[src/rtl/dpc_pkg.sv]
// ----------------------------------------------------------------------------
// dpc_pkg
// Shared types, constants and helpers of the depth back-projection pipeline.
// ----------------------------------------------------------------------------
package dpc_pkg;

    // depth grid size, pixels outside it give an invalid point
    localparam int GRID_COLUMNS = 1920;
    localparam int GRID_ROWS    = 1080;

    localparam int DEPTH_W = 16;
    localparam int PIX_W   = 12;
    localparam int OFS_W   = 16;   // pixel offset magnitude, Q12.4
    localparam int INV_W   = 24;   // reciprocal focal length, Q0.24
    localparam int CTR_W   = 16;
    localparam int FLIP_W  = 3;
    localparam int CFG_W   = 24;
    localparam int IDX_W   = 3;
    localparam int COORD_W = 24;   // Q8.16 result

    localparam int P1_W  = OFS_W + INV_W;       // offset * reciprocal
    localparam int P2_W  = P1_W + DEPTH_W;      // ... * depth
    localparam int SUM_W = P2_W + 1;
    localparam int Q_W   = 30;                  // quotient input of the /125 unit
    localparam int QS_W  = SUM_W - 15;          // after the /2^15 part of /4096000

    // x/y rounding: (p + 4096000/2) / 4096000 = ((p + 2048000) >> 15) / 125
    localparam logic [SUM_W-1:0] XY_HALF = SUM_W'(2048000);
    // a shifted value at or above this would give a magnitude above 2^23
    localparam logic [QS_W-1:0]  SAT_Q   = QS_W'(1048576125);

    // floor(q/125) = (q * ceil(2^37/125)) >> 37, exact for q below 2^30
    localparam int RECIP_SHIFT = 37;
    localparam int RECIP_W     = 31;
    localparam int PROD_W      = Q_W + RECIP_W;
    localparam logic [RECIP_W-1:0] RECIP_125 = RECIP_W'(1099511628);

    // z = (depth*65536 + 500)/1000 = (depth*8192 + 62)/125
    localparam logic [12:0] Z_LOW = 13'd62;

    localparam logic [COORD_W-1:0] POS_MAX = {1'b0, {(COORD_W-1){1'b1}}};
    localparam logic [COORD_W-1:0] NEG_MAG = {1'b1, {(COORD_W-1){1'b0}}};

    typedef logic [IDX_W-1:0] cfg_idx_t;
    localparam cfg_idx_t REG_INV_FOCAL_X = 3'd0;
    localparam cfg_idx_t REG_INV_FOCAL_Y = 3'd1;
    localparam cfg_idx_t REG_CENTER_X    = 3'd2;
    localparam cfg_idx_t REG_CENTER_Y    = 3'd3;
    localparam cfg_idx_t REG_NEAR_LIMIT  = 3'd4;
    localparam cfg_idx_t REG_FAR_LIMIT   = 3'd5;
    localparam cfg_idx_t REG_FLIP_MASK   = 3'd6;

    // per-item control bits carried alongside the data
    typedef struct packed {
        logic pix_ok;
        logic neg_x;
        logic neg_y;
        logic neg_z;
    } pt_ctl_t;

    // magnitude and sign to a saturated two's complement coordinate
    function automatic logic [COORD_W-1:0] pack_axis(input logic [COORD_W-1:0] mag,
                                                     input logic sat,
                                                     input logic neg);
        logic [COORD_W-1:0] res;
        if (neg)
        begin
            if (sat || mag > NEG_MAG)
                res = NEG_MAG;
            else
                res = ~mag + COORD_W'(1);
        end
        else
        begin
            if (sat || mag > POS_MAX)
                res = POS_MAX;
            else
                res = mag;
        end
        return res;
    endfunction

endpackage

[src/rtl/dpc_div125.sv]
// ----------------------------------------------------------------------------
// dpc_div125
// Registered division by 125 through a reciprocal multiply.
// ----------------------------------------------------------------------------
module dpc_div125 (
    input  logic                          clk,
    input  logic                          en,
    input  logic [dpc_pkg::Q_W-1:0]       q,
    output logic [dpc_pkg::COORD_W-1:0]   mag
);
    import dpc_pkg::*;

    logic [PROD_W-1:0] prod_reg;

    always_ff @(posedge clk)
    begin
        if (en)
            prod_reg <= PROD_W'(q) * PROD_W'(RECIP_125);
    end

    assign mag = prod_reg[RECIP_SHIFT +: COORD_W];

endmodule

[config.mk]
export PLATFORM = sky130hd
export DESIGN_NAME = dpc_div125
export DESIGN_NICKNAME = d
export VERILOG_FILES = /design/src/rtl/dpc_pkg.sv /design/src/rtl/dpc_div125.sv
export SDC_FILE = /design/constraint.sdc
export NUM_CORES = 1
export LEC_CHECK = 0
export BUFFER_PORTS_ARGS = -buffer_cell sky130_fd_sc_hd__buf_4
export CORE_MARGIN = 8
export CORE_UTILIZATION = 32
export DETAILED_ROUTE_END_ITERATION = 12
export PLACE_DENSITY_LB_ADDON = 0.1
export REMOVE_ABC_BUFFERS = 1
export SLEW_MARGIN = 20
export SYNTH_ARGS = -nofsm -noshare
export SYNTH_HDL_FRONTEND = slang
export SYNTH_SLANG_ARGS = --single-unit
[constraint.sdc]
create_clock -name clk -period 19.45 [get_ports clk]
set_clock_uncertainty 0.05 [all_clocks]
set_input_delay 0.9725 -clock clk [delete_from_list [all_inputs] [get_ports clk]]
set_output_delay 0.9725 -clock clk [all_outputs]
set_load 0.05 [all_outputs]
# Word level (Yosys, flattened, before mapping)
# Cells that the tools add are included.
dict set report classes {
  multipliers 1
}
# operator count
set op_table {}
lappend op_table {{$mul A30 B29 Y59 const B} 1}
dict set report word_totals {
  regBits 59
}

# Longest topological paths before layout
dict set report logic_depth {
  depth_word 1
  mapped_depth 25
  mapped_depth_nobuf 24
}

# Worst setup path after synthesis
# Ideal clock, no wire load.
dict set report synth_path {
  path_type {input to register}
  startpoint {input port q[18] (netlist bit)}
  endpoint {register prod_reg[59], data pin}
  setup_ns 0.258
  arrival_time_ns 6.762
  path_slack_ns 12.380
  cell_stages 25
  cell_sequence {ha_1 > fa_1 > fa_1 > inv_1 > fa_1 > inv_1 > fa_1 > inv_1 > fa_1 > inv_1 > fa_1 > inv_1 > fa_1 > inv_1 > ha_1 > nand2_1 > nor4_2 > o221ai_1 > o2111ai_1 > o21ba_2 > o21a_1 > buf_4 > a21oi_1 > o31a_2 > xnor2_1}
}
dict set report synth_between {
  elab_chain_len 1
}
# item line
set synth_rtl {}
lappend synth_rtl {{start, declared} dpc_div125.sv:8} ;# input logic [dpc_pkg::Q_W-1:0] q,
lappend synth_rtl {{$mul A30 B29 Y59} dpc_div125.sv:18} ;# prod_reg <= PROD_W'(q) * PROD_W'(RECIP_125);
lappend synth_rtl {{end signal, assigned} dpc_div125.sv:18}
lappend synth_rtl {{end, declared} dpc_div125.sv:13} ;# logic [PROD_W-1:0] prod_reg;
# No other way between the ends.
# A chain may end at the register's enable or synchronous reset.

# Final worst setup path
# Ends and elaborated chain as after synthesis.

==> summary.txt <==
Run status
  • Status: finished clean

Detailed routing
  • Top Layer Used: met4
  • Via Count: between 9000 and 10000
  • DRT iter0 DRCs: approximately 350
  • Routed wl met2: 20.7 mm
  • WL met3: 614 µm
  • Final ANT Viol Nets: 0
  • WL met1: between 15 and 20 mm
  • Drt via density: about 4.5
  • Detailed Routing Iterations Pass 1: 4
  • Final WL: around 39 mm
  • WL/cell: roughly 19 µm
  • DRC viols: 0

STA
  • Max Fclk: approximately 130 MHz
  • Slew HR: 0.631
  • Final setup viols: 0
  • Tmin final: approximately 7.6 ns
  • Post-route setup TNS: 0 ns
  • RSZ-0062 raised after global routing: false
  • Final hold violation count: 0
  • Least-Margin Pin Slew: between 0.5 and 0.6 ns
  • Slew Viols, Final: 0
  • Final period util: 0.389

Yosys
  • Post-synth top area share: 0.383
  • Post-Synthesis Cells: 1445
  • Yosys reg bits: 24
  • Synthesized area: between 10000 and 15000 µm²
  • Ys Warns: 0
  • Seq/Total Area, Yosys: 0.0500
  • Largest area contributor in the netlist: fa_1
  • Synth area leaders: fa_1 (38%), ha_1 (32%), inv_1 (13%)
  • Library cells used by synthesis: 50
  • EDFF count, synth: 24
  • Ys async rst share: 0
  • Primary FF master, synth: edfxtp_1
  • Syn Area/Cell: 9.98 µm²

Clock tree
  • CTS resizes: 0
  • CTS tree: yes
  • H-tree depth: 1
  • Clock root buffer master: clkbuf_16
  • Cts bufs inserted: 3
  • Setup Buffers After CTS: 0
  • Clock Sinks: 24
  • Clock slew seen by the registers of the worst setup and hold paths: ~0.07 ns
  • # hold bufs at CTS: 0
  • CTS max path bufs: 2

Critical path
  • Most used cell, CP: fa_1
  • CP endpoint: prod_reg[59]$_DFFE_PP_
  • Crit path depth: 25
  • Critical path arrival: 7.53 ns
  • Max incr delay on CP: about 0.53 ns
  • Critical path startpoint category: input pin
  • Slowest-stage cell, CP: fa_1
  • WS Path Type: input pin to flip-flop
  • CP bufs+invs: 7
  • Crit path from: q[18]
  • CP delay by family, top: adder cells
  • Crit path capture type: flip-flop
  • Critical path peak fanout: 10
  • CP required: 19.42 ns

Global routing
  • First-pass GRT wire length: ~62 mm
  • Vias in the first global route: between 10000 and 15000
  • Largest net degree at the start of global routing: 25
  • Initial antenna violation count: 0
  • GRT Total Usage: 0.152
  • Overflow after GRT: 0

Place
  • Dpl hpwl: approximately 36 mm
  • PortBufs: 55
  • Cells after DPL: around 2100
  • GP Congestion: between 0.8 and 0.9

Floorplan
  • FP Rows: just under 80
  • Core area: approximately 44000 µm²
  • Die Span X: around 230 µm
  • Initial Util: 0.325
  • Die H: approximately 230 µm
  • Die area: 52100 µm²
  • IO Pins: between 50 and 60

Cells and area
  • Layout fillers: ~4600
  • Max FFs per register: 24
  • Non-filler instance count after layout: ~2100
  • Fraction of layout cells with a size suffix above 1: 0.0476
  • Most frequent cells in the layout: inv_1 (518), ha_1 (372), fa_1 (276)
  • Commonest non-fill, non-tap cell in the layout: inv_1
  • Antenna cells: 0
  • Layout area overhead: 8.36%
  • Fin nets: roughly 2200

Flow run
  • Maxcap violations: 0

Min path
  • Hold path depth: 1
  • Hold Path Class: input pin to flip-flop
## how the worst min path moves through the flow
stage	startpoint	end	slack, ns
3_5_place_dp	en	prod_reg[55]$_DFFE_PP_	1.36
5_1_grt	en	prod_reg[54]$_DFFE_PP_	1.10
4_1_cts	en	prod_reg[54]$_DFFE_PP_	1.09
2_1_floorplan	en	prod_reg[37]$_DFFE_PP_	1.04
6_report	en	prod_reg[55]$_DFFE_PP_	1.08
3_3_place_gp	en	prod_reg[54]$_DFFE_PP_	1.36
## metrics by stage
step / utilization / cell area, µm² / hold WS (ns) / setup WS (ns)
final: 0.353 / 15600 / 1.08 / 11.89
after global routing: 0.353 / 15600 / 1.10 / 11.55
after CTS: 0.353 / 15600 / 1.09 / 11.87
after detailed placement: 0.350 / 15500 / 1.36 / 11.59
after global placement: 0.350 / 15500 / 1.36 / 11.66
after floorplan: - / 14400 / 1.04 / 12.32
## cell usage after synthesis (2+ instances only)
library cell	instances
inv_1	518
ha_1	372
fa_1	276
a21oi_1	48
nand2_1	26
edfxtp_1	24
o21ai_0	24
xnor2_1	15
nor2_1	14
a21o_1	12
nand3_1	11
nand4_1	10
clkbuf_1	9
a211oi_1	7
xor2_1	7
nor3_1	6
o21bai_1	6
o211ai_1	5
a31oi_1	4
nand2b_1	4
nor2b_1	4
a41oi_1	3
and3_1	3
o2111ai_1	3
o21a_1	3
o21ba_2	3
a2111o_1	2
a21o_2	2
nor4_1	2
o221ai_1	2
## area by class of cell
type / count / area, µm² / area share
repair buffers: 55 / 413 / 0.0264
well taps: 592 / 741 / 0.0474
multi-input cells: 892 / 11700 / 0.749
clock inverters: 1 / 30.0 / 0.00192
clock buffers: 3 / 75.1 / 0.00480
inverters: 518 / 1940 / 0.124
flip-flops and latches: 24 / 721 / 0.0461
## kinds of logic (layout without fill, tap and decap cells)
| group | count (synthesis) | count (layout) | share of synthesized area |
|---|---|---|---|
| adders and majority gates | 648 | 648 | 0.706 |
| DFF | 24 | 24 | 0.0500 |
| AOI/OAI and AO/OA | 137 | 137 | 0.0629 |
| xor gates and xnor gates | 22 | 22 | 0.0134 |
| buffers and inverters | 529 | 577 | 0.138 |
| and+or+nand+nor | 85 | 85 | 0.0293 |
## per-layer routing
metal  track usage  vias to the layer above
met5             0                        -
met4        0.0195                        0
met3       0.00819                       18
met2         0.286                       87
met1         0.194                     4775
li1              -                     4559
Power is not shown: default switching activity piles up to over one toggle a cycle in this logic, so the estimate is an artifact.
