==> config.mk <==
export PLATFORM = sky130hd
export DESIGN_NAME = dpc_scale
export DESIGN_NICKNAME = d
export VERILOG_FILES = /design/src/rtl/dpc_pkg.sv /design/src/rtl/dpc_scale.sv
export SDC_FILE = /design/constraint.sdc
export NUM_CORES = 2
export LEC_CHECK = 0
export ABC_CLOCK_PERIOD_IN_PS = 7070
export BUFFER_PORTS_ARGS = -buffer_cell sky130_fd_sc_hd__buf_2
export CAP_MARGIN = 20
export CORE_ASPECT_RATIO = 1.2
export CORE_MARGIN = 4
export CORE_UTILIZATION = 60
export DETAILED_ROUTE_END_ITERATION = 16
export GPL_TIMING_DRIVEN = 0
export HOLD_SLACK_MARGIN = 0.03
export PLACE_DENSITY_LB_ADDON = 0.3
export SLEW_MARGIN = 30
export SYNTH_ARGS = -nofsm -noshare
export SYNTH_HDL_FRONTEND = slang
export SYNTH_SLANG_ARGS = --single-unit
==> constraint.sdc <==
create_clock -name clk -period 7.07 [get_ports clk]
set_clock_uncertainty 0.15 [all_clocks]
set_input_delay 1.0605 -clock clk [delete_from_list [all_inputs] [get_ports clk]]
set_output_delay 1.0605 -clock clk [all_outputs]
set_load 0.01 [all_outputs]
==> src/rtl/dpc_pkg.sv <==
// ----------------------------------------------------------------------------
// dpc_pkg
// Shared types, constants and helpers of the depth back-projection pipeline.
// ----------------------------------------------------------------------------
package dpc_pkg;

    // depth grid size, pixels outside it give an invalid point
    localparam int GRID_COLUMNS = 1920;
    localparam int GRID_ROWS    = 1080;

    localparam int DEPTH_W = 16;
    localparam int PIX_W   = 12;
    localparam int OFS_W   = 16;   // pixel offset magnitude, Q12.4
    localparam int INV_W   = 24;   // reciprocal focal length, Q0.24
    localparam int CTR_W   = 16;
    localparam int FLIP_W  = 3;
    localparam int CFG_W   = 24;
    localparam int IDX_W   = 3;
    localparam int COORD_W = 24;   // Q8.16 result

    localparam int P1_W  = OFS_W + INV_W;       // offset * reciprocal
    localparam int P2_W  = P1_W + DEPTH_W;      // ... * depth
    localparam int SUM_W = P2_W + 1;
    localparam int Q_W   = 30;                  // quotient input of the /125 unit
    localparam int QS_W  = SUM_W - 15;          // after the /2^15 part of /4096000

    // x/y rounding: (p + 4096000/2) / 4096000 = ((p + 2048000) >> 15) / 125
    localparam logic [SUM_W-1:0] XY_HALF = SUM_W'(2048000);
    // a shifted value at or above this would give a magnitude above 2^23
    localparam logic [QS_W-1:0]  SAT_Q   = QS_W'(1048576125);

    // floor(q/125) = (q * ceil(2^37/125)) >> 37, exact for q below 2^30
    localparam int RECIP_SHIFT = 37;
    localparam int RECIP_W     = 31;
    localparam int PROD_W      = Q_W + RECIP_W;
    localparam logic [RECIP_W-1:0] RECIP_125 = RECIP_W'(1099511628);

    // z = (depth*65536 + 500)/1000 = (depth*8192 + 62)/125
    localparam logic [12:0] Z_LOW = 13'd62;

    localparam logic [COORD_W-1:0] POS_MAX = {1'b0, {(COORD_W-1){1'b1}}};
    localparam logic [COORD_W-1:0] NEG_MAG = {1'b1, {(COORD_W-1){1'b0}}};

    typedef logic [IDX_W-1:0] cfg_idx_t;
    localparam cfg_idx_t REG_INV_FOCAL_X = 3'd0;
    localparam cfg_idx_t REG_INV_FOCAL_Y = 3'd1;
    localparam cfg_idx_t REG_CENTER_X    = 3'd2;
    localparam cfg_idx_t REG_CENTER_Y    = 3'd3;
    localparam cfg_idx_t REG_NEAR_LIMIT  = 3'd4;
    localparam cfg_idx_t REG_FAR_LIMIT   = 3'd5;
    localparam cfg_idx_t REG_FLIP_MASK   = 3'd6;

    // per-item control bits carried alongside the data
    typedef struct packed {
        logic pix_ok;
        logic neg_x;
        logic neg_y;
        logic neg_z;
    } pt_ctl_t;

    // magnitude and sign to a saturated two's complement coordinate
    function automatic logic [COORD_W-1:0] pack_axis(input logic [COORD_W-1:0] mag,
                                                     input logic sat,
                                                     input logic neg);
        logic [COORD_W-1:0] res;
        if (neg)
        begin
            if (sat || mag > NEG_MAG)
                res = NEG_MAG;
            else
                res = ~mag + COORD_W'(1);
        end
        else
        begin
            if (sat || mag > POS_MAX)
                res = POS_MAX;
            else
                res = mag;
        end
        return res;
    endfunction

endpackage

==> src/rtl/dpc_scale.sv <==
// ----------------------------------------------------------------------------
// dpc_scale
// Lateral axis scaling: offset * reciprocal focal, * depth, rounding prescale.
// ----------------------------------------------------------------------------
module dpc_scale (
    input  logic                        clk,
    input  logic                        en2,
    input  logic                        en3,
    input  logic                        en4,
    input  logic [dpc_pkg::OFS_W-1:0]   ofs,
    input  logic [dpc_pkg::INV_W-1:0]   inv_focal,
    input  logic [dpc_pkg::DEPTH_W-1:0] depth,
    output logic [dpc_pkg::Q_W-1:0]     q_reg,
    output logic                        sat_reg
);
    import dpc_pkg::*;

    logic [P1_W-1:0]    p1_reg;
    logic [DEPTH_W-1:0] depth2_reg;
    logic [P2_W-1:0]    p2_reg;
    logic [SUM_W-1:0]   sum;
    logic [QS_W-1:0]    qs;

    always_ff @(posedge clk)
    begin
        if (en2)
        begin
            p1_reg     <= P1_W'(ofs) * P1_W'(inv_focal);
            depth2_reg <= depth;
        end
    end

    always_ff @(posedge clk)
    begin
        if (en3)
            p2_reg <= P2_W'(p1_reg) * P2_W'(depth2_reg);
    end

    assign sum = SUM_W'(p2_reg) + XY_HALF;
    assign qs  = sum[SUM_W-1:15];

    always_ff @(posedge clk)
    begin
        if (en4)
        begin
            q_reg   <= qs[Q_W-1:0];
            sat_reg <= qs >= SAT_Q;
        end
    end

endmodule

* Word-level counts from Yosys, hierarchy flattened *
Cells that the tools add are included.

storage, ports and cells
  register bits = 143
  output and inout port bits = 31

operators by class
  $lt $le $gt $ge = 1
  add/sub/neg operators = 1
  $mul = 2

operators with widths
  cell                    count
  $add 56x21->57 const B  1
  $mul 40x16->56          1
  $ge 42x30->1 const B    1
  $mul 16x24->40          1

* Logic depth before layout (Yosys ltp) *
  word-level depth = 2
  gate-level depth with buffers = 24
  gate-level depth less buffers = 23

* Worst setup path after synthesis *
Ideal clock, no wire load.

  path type = input port to flip-flop
  from = input inv_focal[10] in the netlist's numbering
  to = register p1_reg[39] (data pin)
  stages on the path = 23
  path slack = 117 ps
  data required time = 6713 ps
  data arrival time = 6596 ps
  setup time = 207 ps
  cell sequence = clkbuf_1 nand2_1 fa_1 inv_1 fa_1 inv_1 fa_1 inv_1 fa_1 inv_1 fa_1 fa_1 inv_1 ha_1 a21o_1 a21o_1 a21o_1 nor3_1 nand3_1 a31oi_1 o21ai_0 mux2i_1 a2111oi_0

between the ends
  longest elaborated chain between the ends = 1

ends and longest elaborated chain
  element                 RTL line         RTL
  start: declaration      dpc_scale.sv:11  input logic [dpc_pkg::INV_W-1:0] inv_focal,
  $mul 16x24->40          dpc_scale.sv:28  p1_reg <= P1_W'(ofs) * P1_W'(inv_focal);
  end signal: assignment  dpc_scale.sv:28
  end: declaration        dpc_scale.sv:18  logic [P1_W-1:0] p1_reg;

Every way passes these cells.
A chain may end at the register's enable or synchronous reset.

* Worst setup path after layout *
  from = register depth2_reg[13]
  to = register p2_reg[45] (data pin)

between the ends
  longest elaborated chain between the ends = 1

ends and longest elaborated chain
  element                   RTL line         RTL
  start: declaration        dpc_scale.sv:19  logic [DEPTH_W-1:0] depth2_reg;
  start signal: assignment  dpc_scale.sv:29  depth2_reg <= depth;
  $mul 40x16->56            dpc_scale.sv:36  p2_reg <= P2_W'(p1_reg) * P2_W'(depth2_reg);
  end signal: assignment    dpc_scale.sv:36
  end: declaration          dpc_scale.sv:20  logic [P2_W-1:0] p2_reg;

Every way passes these cells.

==> results.txt <==
* Synthesis-stage register bit count: 129
- The post-route netlist has 10.2% of its cells at a drive strength greater than 1.
* Syn Nets: 5101
* Die extent in y: 277 µm
- Including well taps, the total number of placed cells is 4858.
- DRC marker count from the first detailed-route iteration: 2120
- From left edge to right edge, the die measures 232 µm.
* Peak fanout along the critical path: 10
- In this run the register-to-register setup slack is -10 ps.
- Transition at the pin with the smallest max-transition slack: 976 ps
* Count of warnings emitted by yosys: 0
- Antenna violations before repair: 4
- The number of hold violations in the final report came to 0.
- Post-synth cell types: 60
* Initial cell density of the core: 60.7%
* Flip-flop count of the largest register, all copies and words added: 42
- The top cell types in the final layout, fill and taps aside, are sky130_fd_sc_hd__inv_1 (983), sky130_fd_sc_hd__fa_1 (832), sky130_fd_sc_hd__nand2_1 (760).
- First-pass GRT wire length: 161000 µm
- Clock-pin slew was measured on the worst setup and hold paths at 60 ps.
* NumNets Final: 5284
- Critical path type: flip-flop to flip-flop
- The worst setup path is launched from a flip-flop.
- Most frequently used flop master after synthesis: sky130_fd_sc_hd__edfxtp_1
- After synthesis, the share of flip-flops with an asynchronous set or reset is 0%.
- Final worst path period share: 100%
* CP Data Arrival Time: 7130 ps
- STA puts the critical path data required time at 7120 ps.
- Via count of the first global-routing pass: 29900
- After global routing the overflow that remains totals 0.
- The share of the Yosys chip area taken by registers is 10.7%.
* Cell type with the largest total area after synthesis: sky130_fd_sc_hd__fa_1
- Number of clock buffers inserted by TritonCTS: 17
* Count of clock tree sinks: 129
* Pin count of the biggest net entering global routing: 57
- 91 I/O pins were placed.
- The routed design could run at a clock period as short as 7080 ps.
- DRC: 0
* Post-synth top area share: 46.1%
* Fin Hold WS: 470 ps
* Drt first pass iters: 6
* Number of flops mapped to enable cells by yosys: 129
* Filler cells: 4695
- The worst setup path is captured at a flip-flop.
- Row generation in the floorplan step produced 98 rows.
- Cell types occupying the most area after synthesis: sky130_fd_sc_hd__fa_1 (46%), sky130_fd_sc_hd__edfxtp_1 (11%), sky130_fd_sc_hd__inv_1 (10%)
- Deepest clock path buffer count: 2
- Setup violations remaining at the end of the flow were counted as 1.
- The tightest min-delay check is of the flip-flop to flip-flop type.
* Area after detailed placement: 0.0377 mm²
- TritonCTS built the clock tree.
- DR vias: 28000
* Synth Cell Area: 0.0363 mm²
- Mean cell area of the mapped netlist: 9.14 µm²
- Total non-filler cell area in the finished layout: 0.0400 mm²
- Max-slew headroom at the worst pin: 35.0%
- In this run the standard cell core region covers 0.0597 mm².
* Status: finished with violations
- The later pin in the worst-skew pair is clocked with a latency of 470 ps.
- Leaving out fill and tap cells, the most frequent cell in the layout is sky130_fd_sc_hd__inv_1.
- The detail route stage leaves a number of antenna-violating nets equal to 0.
- Final worst-path setup slack: -12.7 ps
- Input and output buffers added on the ports amount to 90.
* Clock Tree Root: sky130_fd_sc_hd__clkbuf_16
* Number of vias per cell: 5.63
* GRT Overall Usage: 32.7%
- Area growth, synth to finish: 10.4%
- RSZ-0062 raised after global routing: true
* Fin. max-slew vios: 0
- The die covers 0.0645 mm².
- In this run the number of H-tree levels came out at 4.
- Violated checks: setup timing
- After legalization and detailed placement, the total HPWL measured 84200 µm.
- The count of cells in the finished layout, fillers not included, comes to 4965.
- Max Cap Violations: 0
* Fmax achieved: 141 MHz
* Final WL: 104000 µm
- Routed wire per std cell: 20.9 µm
- The congestion estimate from routability-driven global placement came to 1.02.
* Gate count of the mapped netlist: 3968
==> Yosys cell counts, drive strengths merged, types with 17 or more instances <==
master  number
a21o        43
a21oi       63
and2       314
and3        21
clkbuf     169
edfxtp     129
fa         835
ha         238
inv        988
nand2      764
nand3       37
nor2        52
nor3        17
o21ai       38
xnor2       59
xor2        42
==> layer usage <==
metal | vias up | GRT usage (%) | routed length [µm]
met3 | 455 | 5.97 | 9340
li1 | 12000 | - | -
met2 | 1500 | 54.6 | 50000
met1 | 14000 | 38.7 | 35600
met4 | 4 | 21.5 | 8650
met5 | - | 0 | 27
==> kinds of logic after synthesis <==
group / Yosys count / share of synthesized area, %
mux: 5 / 0.138
simple gates: 1273 / 16.3
compound gates: 229 / 4.12
fa+ha+maj: 1073 / 54.3
buf+inv: 1158 / 12.0
xor+xnor: 101 / 2.44
flops: 129 / 10.7
==> worst paths after layout <==
path / start / end / depth (start not counted)
worst min register to register: p2_reg[43]$_DFFE_PP_ / q_reg[28]$_DFFE_PP_ / 1
worst min-delay path: p2_reg[43]$_DFFE_PP_ / q_reg[28]$_DFFE_PP_ / 1
worst max-delay path: depth2_reg[13]$_DFFE_PP_ / p2_reg[45]$_DFFE_PP_ / 20
worst max register to register: depth2_reg[13]$_DFFE_PP_ / p2_reg[45]$_DFFE_PP_ / 20
==> per-stage QoR <==
step / utilization, % / setup TNS, ps / setup WS [ps]
after floorplan: - / 0 / 117
after global placement: 63.2 / -61360 / -2110
after detailed placement: 63.2 / -53620 / -1720
after CTS: 65.4 / 0 / 0.477
after global routing: 67.1 / -461 / -73.8
final: 67.1 / -12.7 / -12.7
==> timing repair <==
item / CTS / global route
cloned: 0 / 1
setup buffers: 24 / 56
setup endpoints to repair: 52 / 32
gates resized for setup: 231 / 239
hold buffers: 0 / 0
pin swaps: 8 / 25
hold endpoints to repair: 0 / 0
==> layout make-up <==
| class | instances | area [µm²] | share of cell area, % |
|---|---|---|---|
| sequential | 129 | 3870 | 9.67 |
| multi-input combinational | 2681 | 28600 | 71.3 |
| buffer | 164 | 1210 | 3.03 |
| inverter | 988 | 3710 | 9.26 |
| clock buffer | 18 | 429 | 1.07 |
| timing repair buffer | 170 | 1110 | 2.77 |
| antenna | 1 | 2.50 | 0.00625 |
| tap | 800 | 1000 | 2.50 |
| clock inverter | 14 | 154 | 0.384 |
==> critical path: stages, from the launching register on <==
cell	delay, ps
sky130_fd_sc_hd__edfxtp_1	500
sky130_fd_sc_hd__clkbuf_1	620
sky130_fd_sc_hd__and2_1	260
sky130_fd_sc_hd__fa_1	410
sky130_fd_sc_hd__fa_1	430
sky130_fd_sc_hd__fa_1	590
sky130_fd_sc_hd__fa_1	460
sky130_fd_sc_hd__fa_1	500
sky130_fd_sc_hd__inv_1	50
sky130_fd_sc_hd__fa_1	470
sky130_fd_sc_hd__inv_1	40
sky130_fd_sc_hd__ha_1	320
sky130_fd_sc_hd__a21oi_1	150
sky130_fd_sc_hd__nor2b_1	60
sky130_fd_sc_hd__o21ai_0	170
sky130_fd_sc_hd__nand2b_1	150
sky130_fd_sc_hd__o311ai_4	430
sky130_fd_sc_hd__nand2_2	220
sky130_fd_sc_hd__a211o_1	360
sky130_fd_sc_hd__a311oi_1	370
sky130_fd_sc_hd__xnor2_1	110
Power is not shown: default switching activity piles up to over one toggle a cycle in this logic, so the estimate is an artifact.
