[src/rtl/dpc_pkg.sv]
// ----------------------------------------------------------------------------
// dpc_pkg
// Shared types, constants and helpers of the depth back-projection pipeline.
// ----------------------------------------------------------------------------
package dpc_pkg;

    // depth grid size, pixels outside it give an invalid point
    localparam int GRID_COLUMNS = 1920;
    localparam int GRID_ROWS    = 1080;

    localparam int DEPTH_W = 16;
    localparam int PIX_W   = 12;
    localparam int OFS_W   = 16;   // pixel offset magnitude, Q12.4
    localparam int INV_W   = 24;   // reciprocal focal length, Q0.24
    localparam int CTR_W   = 16;
    localparam int FLIP_W  = 3;
    localparam int CFG_W   = 24;
    localparam int IDX_W   = 3;
    localparam int COORD_W = 24;   // Q8.16 result

    localparam int P1_W  = OFS_W + INV_W;       // offset * reciprocal
    localparam int P2_W  = P1_W + DEPTH_W;      // ... * depth
    localparam int SUM_W = P2_W + 1;
    localparam int Q_W   = 30;                  // quotient input of the /125 unit
    localparam int QS_W  = SUM_W - 15;          // after the /2^15 part of /4096000

    // x/y rounding: (p + 4096000/2) / 4096000 = ((p + 2048000) >> 15) / 125
    localparam logic [SUM_W-1:0] XY_HALF = SUM_W'(2048000);
    // a shifted value at or above this would give a magnitude above 2^23
    localparam logic [QS_W-1:0]  SAT_Q   = QS_W'(1048576125);

    // floor(q/125) = (q * ceil(2^37/125)) >> 37, exact for q below 2^30
    localparam int RECIP_SHIFT = 37;
    localparam int RECIP_W     = 31;
    localparam int PROD_W      = Q_W + RECIP_W;
    localparam logic [RECIP_W-1:0] RECIP_125 = RECIP_W'(1099511628);

    // z = (depth*65536 + 500)/1000 = (depth*8192 + 62)/125
    localparam logic [12:0] Z_LOW = 13'd62;

    localparam logic [COORD_W-1:0] POS_MAX = {1'b0, {(COORD_W-1){1'b1}}};
    localparam logic [COORD_W-1:0] NEG_MAG = {1'b1, {(COORD_W-1){1'b0}}};

    typedef logic [IDX_W-1:0] cfg_idx_t;
    localparam cfg_idx_t REG_INV_FOCAL_X = 3'd0;
    localparam cfg_idx_t REG_INV_FOCAL_Y = 3'd1;
    localparam cfg_idx_t REG_CENTER_X    = 3'd2;
    localparam cfg_idx_t REG_CENTER_Y    = 3'd3;
    localparam cfg_idx_t REG_NEAR_LIMIT  = 3'd4;
    localparam cfg_idx_t REG_FAR_LIMIT   = 3'd5;
    localparam cfg_idx_t REG_FLIP_MASK   = 3'd6;

    // per-item control bits carried alongside the data
    typedef struct packed {
        logic pix_ok;
        logic neg_x;
        logic neg_y;
        logic neg_z;
    } pt_ctl_t;

    // magnitude and sign to a saturated two's complement coordinate
    function automatic logic [COORD_W-1:0] pack_axis(input logic [COORD_W-1:0] mag,
                                                     input logic sat,
                                                     input logic neg);
        logic [COORD_W-1:0] res;
        if (neg)
        begin
            if (sat || mag > NEG_MAG)
                res = NEG_MAG;
            else
                res = ~mag + COORD_W'(1);
        end
        else
        begin
            if (sat || mag > POS_MAX)
                res = POS_MAX;
            else
                res = mag;
        end
        return res;
    endfunction

endpackage

[src/rtl/dpc_pack.sv]
// ----------------------------------------------------------------------------
// dpc_pack
// Output stage: sign, saturation and zeroing of invalid points.
// ----------------------------------------------------------------------------
module dpc_pack (
    input  logic                        clk,
    input  logic                        en,
    input  dpc_pkg::pt_ctl_t            ctl,
    input  logic [dpc_pkg::COORD_W-1:0] mag_x,
    input  logic                        sat_x,
    input  logic [dpc_pkg::COORD_W-1:0] mag_y,
    input  logic                        sat_y,
    input  logic [dpc_pkg::COORD_W-1:0] mag_z,
    output logic [dpc_pkg::COORD_W-1:0] point_x_reg,
    output logic [dpc_pkg::COORD_W-1:0] point_y_reg,
    output logic [dpc_pkg::COORD_W-1:0] point_z_reg,
    output logic                        point_valid_reg
);
    import dpc_pkg::*;

    always_ff @(posedge clk)
    begin
        if (en)
        begin
            point_valid_reg <= ctl.pix_ok;
            if (ctl.pix_ok)
            begin
                point_x_reg <= pack_axis(mag_x, sat_x, ctl.neg_x);
                point_y_reg <= pack_axis(mag_y, sat_y, ctl.neg_y);
                point_z_reg <= pack_axis(mag_z, 1'b0, ctl.neg_z);
            end
            else
            begin
                point_x_reg <= '0;
                point_y_reg <= '0;
                point_z_reg <= '0;
            end
        end
    end

endmodule

[config.mk]
export PLATFORM = sky130hd
export DESIGN_NAME = dpc_pack
export DESIGN_NICKNAME = d
export VERILOG_FILES = /design/src/rtl/dpc_pkg.sv /design/src/rtl/dpc_pack.sv
export SDC_FILE = /design/constraint.sdc
export NUM_CORES = 1
export LEC_CHECK = 0
export ABC_AREA = 1
export BUFFER_PORTS_ARGS = -buffer_cell sky130_fd_sc_hd__buf_4
export CORE_MARGIN = 1
export CORE_UTILIZATION = 37
export CTS_BUF_LIST = sky130_fd_sc_hd__clkbuf_4 sky130_fd_sc_hd__clkbuf_8
export DETAILED_ROUTE_END_ITERATION = 8
export GPL_TIMING_DRIVEN = 0
export PLACE_DENSITY = 0.58
export REMOVE_ABC_BUFFERS = 1
export SETUP_SLACK_MARGIN = 0.05
export SYNTH_ARGS = -nofsm -noshare
export SYNTH_HDL_FRONTEND = slang
export SYNTH_SLANG_ARGS = --single-unit
[constraint.sdc]
create_clock -name clk -period 1.9 [get_ports clk]
set_input_delay 0.38 -clock clk [delete_from_list [all_inputs] [get_ports clk]]
set_output_delay 0.38 -clock clk [all_outputs]
set_load 0.1 [all_outputs]
# == Word level (Yosys, flattened, before mapping) ==
# Cells that the tools add are included.
# totals
output_inout_bits,73
reg_bits,73
# classes
n_addsub,3
magnitude_cmp,6
muxes,9
n_bitwise,3
reduce_logical,4
# op_table
op,n
24-bit 2-to-1 mux,9
"24-bit by 1-bit adder with 24-bit output, second input constant",3
"24-bit by 23-bit > comparator with 1-bit output, second input constant",3
"24-bit > comparator, second input constant",3
24-bit NOT,3
1-bit logical OR,4

# == Logic depth before layout (Yosys ltp) ==
# Gate-level depths: netlist of the first run.
# logic_depth
depth_word,4
ltp_mapped,12
mapped_depth_nobuf,12

# == Least setup slack after synthesis of the first run ==
# Ideal clock, no wire load.
# synth_timing
path_kind,input to register
start,input mag_z[0] (netlist bit)
end,"register point_z_reg[13] (netlist bit), data pin"
arrival_ns,1.628
stages,11
path_slack_ns,0.130
setup_time_ns,0.143
path_cell_list,inv_1 ha_1 inv_2 nor2_4 nand2_2 nor2_4 nand3_4 a21oi_4 buf_6 nand2_1 a21oi_2
# synth_between
elab_chain_cells,4
elab_cells_between_ends,7
# synth_rtl
element,line_no,text
"start, declared",dpc_pack.sv:13,"input logic [dpc_pkg::COORD_W-1:0] mag_z,"
24-bit NOT,dpc_pkg.sv:71,res = ~mag + COORD_W'(1);
24-bit by 1-bit adder with 24-bit output,dpc_pkg.sv:71,
24-bit 2-to-1 mux,dpc_pkg.sv:68,if (sat || mag > NEG_MAG)
24-bit 2-to-1 mux *,dpc_pkg.sv:66,if (neg)
"end signal, assigned",dpc_pack.sv:30,"point_z_reg <= pack_axis(mag_z, 1'b0, ctl.neg_z);"
"end, declared",dpc_pack.sv:16,"output logic [dpc_pkg::COORD_W-1:0] point_z_reg,"
# Every way passes the cells marked *; elsewhere a longest branch is shown, timed or not.
# A chain may end at the register's enable or synchronous reset.

# == Worst setup path in the final report of the first run ==
# layout_timing
start,input mag_x[0] (netlist bit)
end,"register point_x_reg[23] (netlist bit), data pin"
# layout_between
elab_chain_cells,4
elab_cells_between_ends,9
# layout_rtl
element,line_no,text
"start, declared",dpc_pack.sv:9,"input logic [dpc_pkg::COORD_W-1:0] mag_x,"
"24-bit NOT, or another cell as far along",dpc_pkg.sv:71,
"24-bit by 1-bit adder with 24-bit output, or another cell as far along",dpc_pkg.sv:71,
"24-bit 2-to-1 mux, on equally long branches","dpc_pkg.sv:68, dpc_pkg.sv:75",
24-bit 2-to-1 mux *,dpc_pkg.sv:66,
"end signal, assigned",dpc_pack.sv:28,"point_x_reg <= pack_axis(mag_x, sat_x, ctl.neg_x);"
"end, declared",dpc_pack.sv:14,"output logic [dpc_pkg::COORD_W-1:0] point_x_reg,"
# Marks and branches as above.

==> flow_summary.ini, run 1 <==
[clocking]
clkTransAtPathRegs_ps = 80
cts.sinks = 73
clockBufferDepth = 2
holdBufCountCts = 0
root_buffer = clkbuf_8
numCtsBuffers = 9
cts_tree = built
h-tree-depth = 3

[place]
io_buffers = 152
gp_congestion = 0.931
dp_cells = 1057
dp_hpwl_um = 11300

[worst_setup_path]
critPathLaunchType = primary input
crit_arrival_ps = 1900
crit_fanout = 11
endpoint_kind = register
critPathKind = primary input to register
cp.required_ps = 2020

[timing]
rsz0062_at_grt = false
slew_headroom = 0.154
min_period_ps = 1770
worst_slew_pin_slew_ps = 1270
timing.final.crit_share = 0.934
fmaxAchievable_mhz = 564
drv_slew = 0
finalSetupViolCount = 0
hold_viol = 0

[yosys]
synth.most_common_cell = nand2_1
synthTopCellsByArea = edfxtp_1 40%, nand2_1 10%, nor2_1 7.9%
synth_area_leader_cell = edfxtp_1
ys_seq_area_frac = 0.398
netlist.area_leader.share = 0.398
synthCells = 752
ys_warn_count = 0
async_reset_ff_frac = 0
netlist_area_mm2 = 0.00550
synth_flop_cell = edfxtp_1
synth_seq_cells = 73
synth_edf_count = 73
synth_cell_types = 31
ys_top_cells_by_count = 149 x nand2_1, 116 x nor2_1, 73 x edfxtp_1
synth_area_per_cell_um2 = 7.32

[outcome]
run_status = finished, final reports clean

[pwr]
vdd_drop_max_uv = 417
pwr_density_cell_mw_per_mm2 = 724
total_power_mw = 5.10
p_leak_nw = 2.85

[floorplan]
rows = 44
die_h_um = 124
die_area_mm2 = 0.0154
coreArea_mm2 = 0.0145
initial_core_util = 0.379
fp.dieW_um = 124
io_pins = 153

[final_layout]
antenna_cells = 0
area_delta_synth_final_pct = 28.0
nets = 975
finalNonFillerCells = 1080
drive_gt1_frac = 0.235

[detailed_routing]
drc_errors = 0
dr.pass1.iters = 5
first_iter_violations = 493
wl_um = 15900
num_vias = 5661
postRouteAntennaNets = 0
drt-wirelength-per-cell_um = 14.8
vias_per_cell = 5.24

[worst_hold_path]
hold_class = primary input to register

[flow_run]
max_cap_viol_count = 0

[global_routing]
gr-total-overflow = 0
grt_max_degree = 74
grt_pass1_wl_um = 25300
grt_use_total = 0.212
antenna_found_initial = 0
grt_pass1_vias = 5237
==> final timing paths <==
| path | startpoint | slack (ps) | to | cells past startpoint |
|---|---|---|---|---|
| worst max-delay path | mag_x[0] | 130 | point_x_reg[23]$_SDFFCE_PN0P_ | 10 |
| worst min-delay path | ctl[3] | 260 | point_valid_reg$_DFFE_PP_ | 1 |
==> worst max-delay path, cell delays in order <==
cell and delay (ps):
buf_4 130, inv_1 80, ha_1 250, nand2_2 140, nor2_4 200, nand3_2 180
o21ai_4 190, buf_12 150, nand3_1 70, nor2b_1 130
==> power by group <==
group / internal [mW] / switching, mW / total (mW)
Clock: 0.602 / 0.617 / 1.22
Sequential: 1.93 / 0.0409 / 1.97
Combinational: 0.442 / 1.47 / 1.91
==> layout by cell type, fill, tap and decap left out, drive strengths merged, types with 20 or more instances in the layout <==
cell,n
buf,158
nand2,153
nor2,129
nand3,81
edfxtp,73
inv,73
a21oi,72
o21ai,71
nand4,25
xor2,20
==> stage by stage <==
stage | hold WS (ps) | instance area [um^2] | utilization | worst slack [ps] | TNS (ps)
floorplan | 479 | 5340 | - | -68.3 | -68.3
global placement | 623 | 6710 | 0.462 | -619 | -24180
detailed placement | 625 | 6710 | 0.462 | -613 | -25690
CTS | 242 | 6930 | 0.477 | 52.0 | 0
global route | 250 | 7040 | 0.485 | 16.9 | 0
finish | 260 | 7040 | 0.485 | 126 | 0
==> layout make-up <==
class | count | area (um^2)
Fill cell | 1466 | 7490
Multi-Input combinational cell | 577 | 2920
Sequential cell | 73 | 2190
Timing Repair Buffer | 158 | 1250
Inverter | 73 | 274
Tap cell | 184 | 230
Clock buffer | 10 | 131
Clock inverter | 5 | 47.5
==> layer usage <==
metal / vias up / GRT usage / wire (um) / part of all wire
met5: - / 0 / 0 / 0
met4: 0 / 0.0893 / 265 / 0.017
met3: 21 / 0.0348 / 1100 / 0.069
met2: 203 / 0.346 / 7530 / 0.47
met1: 2625 / 0.277 / 7040 / 0.44
li1: 2812 / - / - / -
==> logic make-up (layout without fill, tap and decap cells) <==
logic type / after synthesis / count (layout) / share of synthesized area
buffers and inverters: 104 / 246 / 0.0789
adders and majority gates: 3 / 3 / 0.00682
and+or+nand+nor: 398 / 398 / 0.327
DFF: 73 / 73 / 0.398
AOI/OAI and AO/OA: 141 / 143 / 0.136
xor gates and xnor gates: 33 / 33 / 0.0525
==> timing repair <==
item                                    4_1_cts  5_1_grt
cloned                                        2        0
endpoints found under the setup margin       43       48
buffers inserted                              0        6
pin swaps                                     2        6
resized for setup                             3        1
Note: power is estimated with default switching activity, not from simulation.
==> run 2, diff against run 1 <==
--- a/config.mk
+++ b/config.mk
@@ -8,5 +8,5 @@
 export ABC_AREA = 1
 export BUFFER_PORTS_ARGS = -buffer_cell sky130_fd_sc_hd__buf_4
-export CORE_MARGIN = 1
+export CORE_MARGIN = 2
 export CORE_UTILIZATION = 37
 export CTS_BUF_LIST = sky130_fd_sc_hd__clkbuf_4 sky130_fd_sc_hd__clkbuf_8
==> constraint.sdc (replaced) <==
create_clock -name clk -period 1.9 [get_ports clk]
set_input_delay 0.57 -clock clk [delete_from_list [all_inputs] [get_ports clk]]
set_output_delay 0.57 -clock clk [all_outputs]
set_load 0.1 [all_outputs]
==> run 2 against run 1 <==
Against the previous run:
- global-route usage decreased by 0.95 points
- utilization grew 1.3 points
- clock power is 37% higher
- clock-buffer cell count is 1 lower
- non-clock buffer count is 10 higher
- sequential power is essentially flat
- final cell count increased by 1.1%
- routed wire length up 4.4%
- power is 9.0% higher
- worst setup slack got worse by 22 ps
- critical path type unchanged
- largest cell class unchanged
- highest routed layer unchanged
==> flow_summary.ini, run 2 (synthesis results as in run 1) <==
[clocking]
numCtsBuffers = 9
clkTransAtPathRegs_ps = 80
cts.sinks = 73
holdBufCountCts = 0
h-tree-depth = 3
clockBufferDepth = 2
root_buffer = clkbuf_8
cts_tree = built

[detailed_routing]
drt-wirelength-per-cell_um = 15.2
dr.pass1.iters = 5
num_vias = 5740
wl_um = 16600
vias_per_cell = 5.26
drc_errors = 0
postRouteAntennaNets = 0
first_iter_violations = 426

[timing]
rsz0062_at_grt = false
finalSetupViolCount = 0
min_period_ps = 1800
drv_slew = 0
worst_slew_pin_slew_ps = 949
hold_viol = 0
fmaxAchievable_mhz = 557
slew_headroom = 0.367
timing.final.crit_share = 0.945

[floorplan]
rows = 44
coreArea_mm2 = 0.0145
die_h_um = 126
initial_core_util = 0.379
die_area_mm2 = 0.0159
io_pins = 153
fp.dieW_um = 126

[global_routing]
grt_pass1_wl_um = 26300
grt_max_degree = 74
grt_use_total = 0.202
grt_most_used_layer = met2
gr-total-overflow = 0
met2_usage = 0.330
grt.met3_usage = 0.0467
grtUsageMet1 = 0.267
grt_pass1_vias = 5425
antenna_found_initial = 0

[worst_setup_path]
crit_arrival_ps = 1930
endpoint_kind = register
crit_fanout = 4
cp.required_ps = 2030
critPathKind = primary input to register
critPathLaunchType = primary input

[place]
place_area_mm2 = 0.00671
gp_congestion = 0.944
io_buffers = 152
dp_cells = 1057
dp_hpwl_um = 11600

[final_layout]
nFillCells = 1471
nets = 986
drive_gt1_frac = 0.258
finalInstanceArea_mm2 = 0.00723
finalNonFillerCells = 1092
final_util = 0.497
area_delta_synth_final_pct = 31.4
final_common_cell = buf_4
final_cell_mix = 165 x buf_4, 149 x nand2_1, 112 x nor2_1, 73 x edfxtp_1, 72 x nand3_1
antenna_cells = 0

[pwr]
p_leak_nw = 2.94
pwr_density_cell_mw_per_mm2 = 769
total_power_mw = 5.56
vdd_drop_max_uv = 402

[flow_run]
max_cap_viol_count = 0

[worst_hold_path]
hold_class = primary input to register

[outcome]
run_status = finished, final reports clean
[run 2: cell count changes in the layout (fill, tap and decap cells not counted), moves of 3 or more]
cell,previous run,this run
bufinv_16,1,4
buf_4,153,165
buf_12,5,0
nor2_1,116,112
nor2_4,4,7
buf_6,0,3
[run 2: area by class of cell]
type / instances / area, um^2 / area share
clock inverter: 7 / 143 / 0.0197
multi-input combinational: 578 / 2990 / 0.414
tap: 184 / 230 / 0.0318
inverter: 73 / 277 / 0.0382
timing repair buffer: 168 / 1270 / 0.176
sequential: 73 / 2190 / 0.303
clock buffer: 9 / 124 / 0.0171
[run 2: worst paths after layout]
check / cells past startpoint / end / startpoint
max: 10 / point_x_reg[23]$_SDFFCE_PN0P_ / mag_x[0]
min: 1 / point_valid_reg$_DFFE_PP_ / ctl[3]
[run 2: worst max-delay path, stage by stage]
cell and delay (ps):
buf_4 130, inv_1 80, ha_2 210, nand2_2 110
nor2_4 180, nand3_4 130, o21ai_4 160, buf_4 150
nand3_1 70, nor2b_1 130
[run 2: repair_timing]
item | in CTS | in global routing
pin swaps | 7 | 6
buffers inserted | 11 | 5
resized for setup | 6 | 19
setup endpoints to repair | 62 | 68
cloned | 2 | 1
[run 2: where the power goes]
part	leakage [nW]	total [mW]	switching, mW	internal [mW]
sequential	0.703	1.97	0.0421	1.93
clock	0.133	1.67	0.661	1.01
combinational	2.10	1.92	1.48	0.439
total	2.94	5.56	2.18	3.37
[run 2: stage by stage]
step	setup WS [ps]	TNS [ps]	hold WS, ps
after floorplan	-258	-6750	669
after global placement	-804	-38050	812
after detailed placement	-807	-39220	806
after CTS	33.2	0	414
after global routing	44.4	0	425
final	104	0	446
[run 2: per-layer routing]
metal  vias up  wire (um)  part of all wire
li1       2834          -                 -
met1      2684       7450              0.45
met2       196       7800              0.47
met3        26       1120             0.068
met4         0        260             0.016
met5         -          0                 0
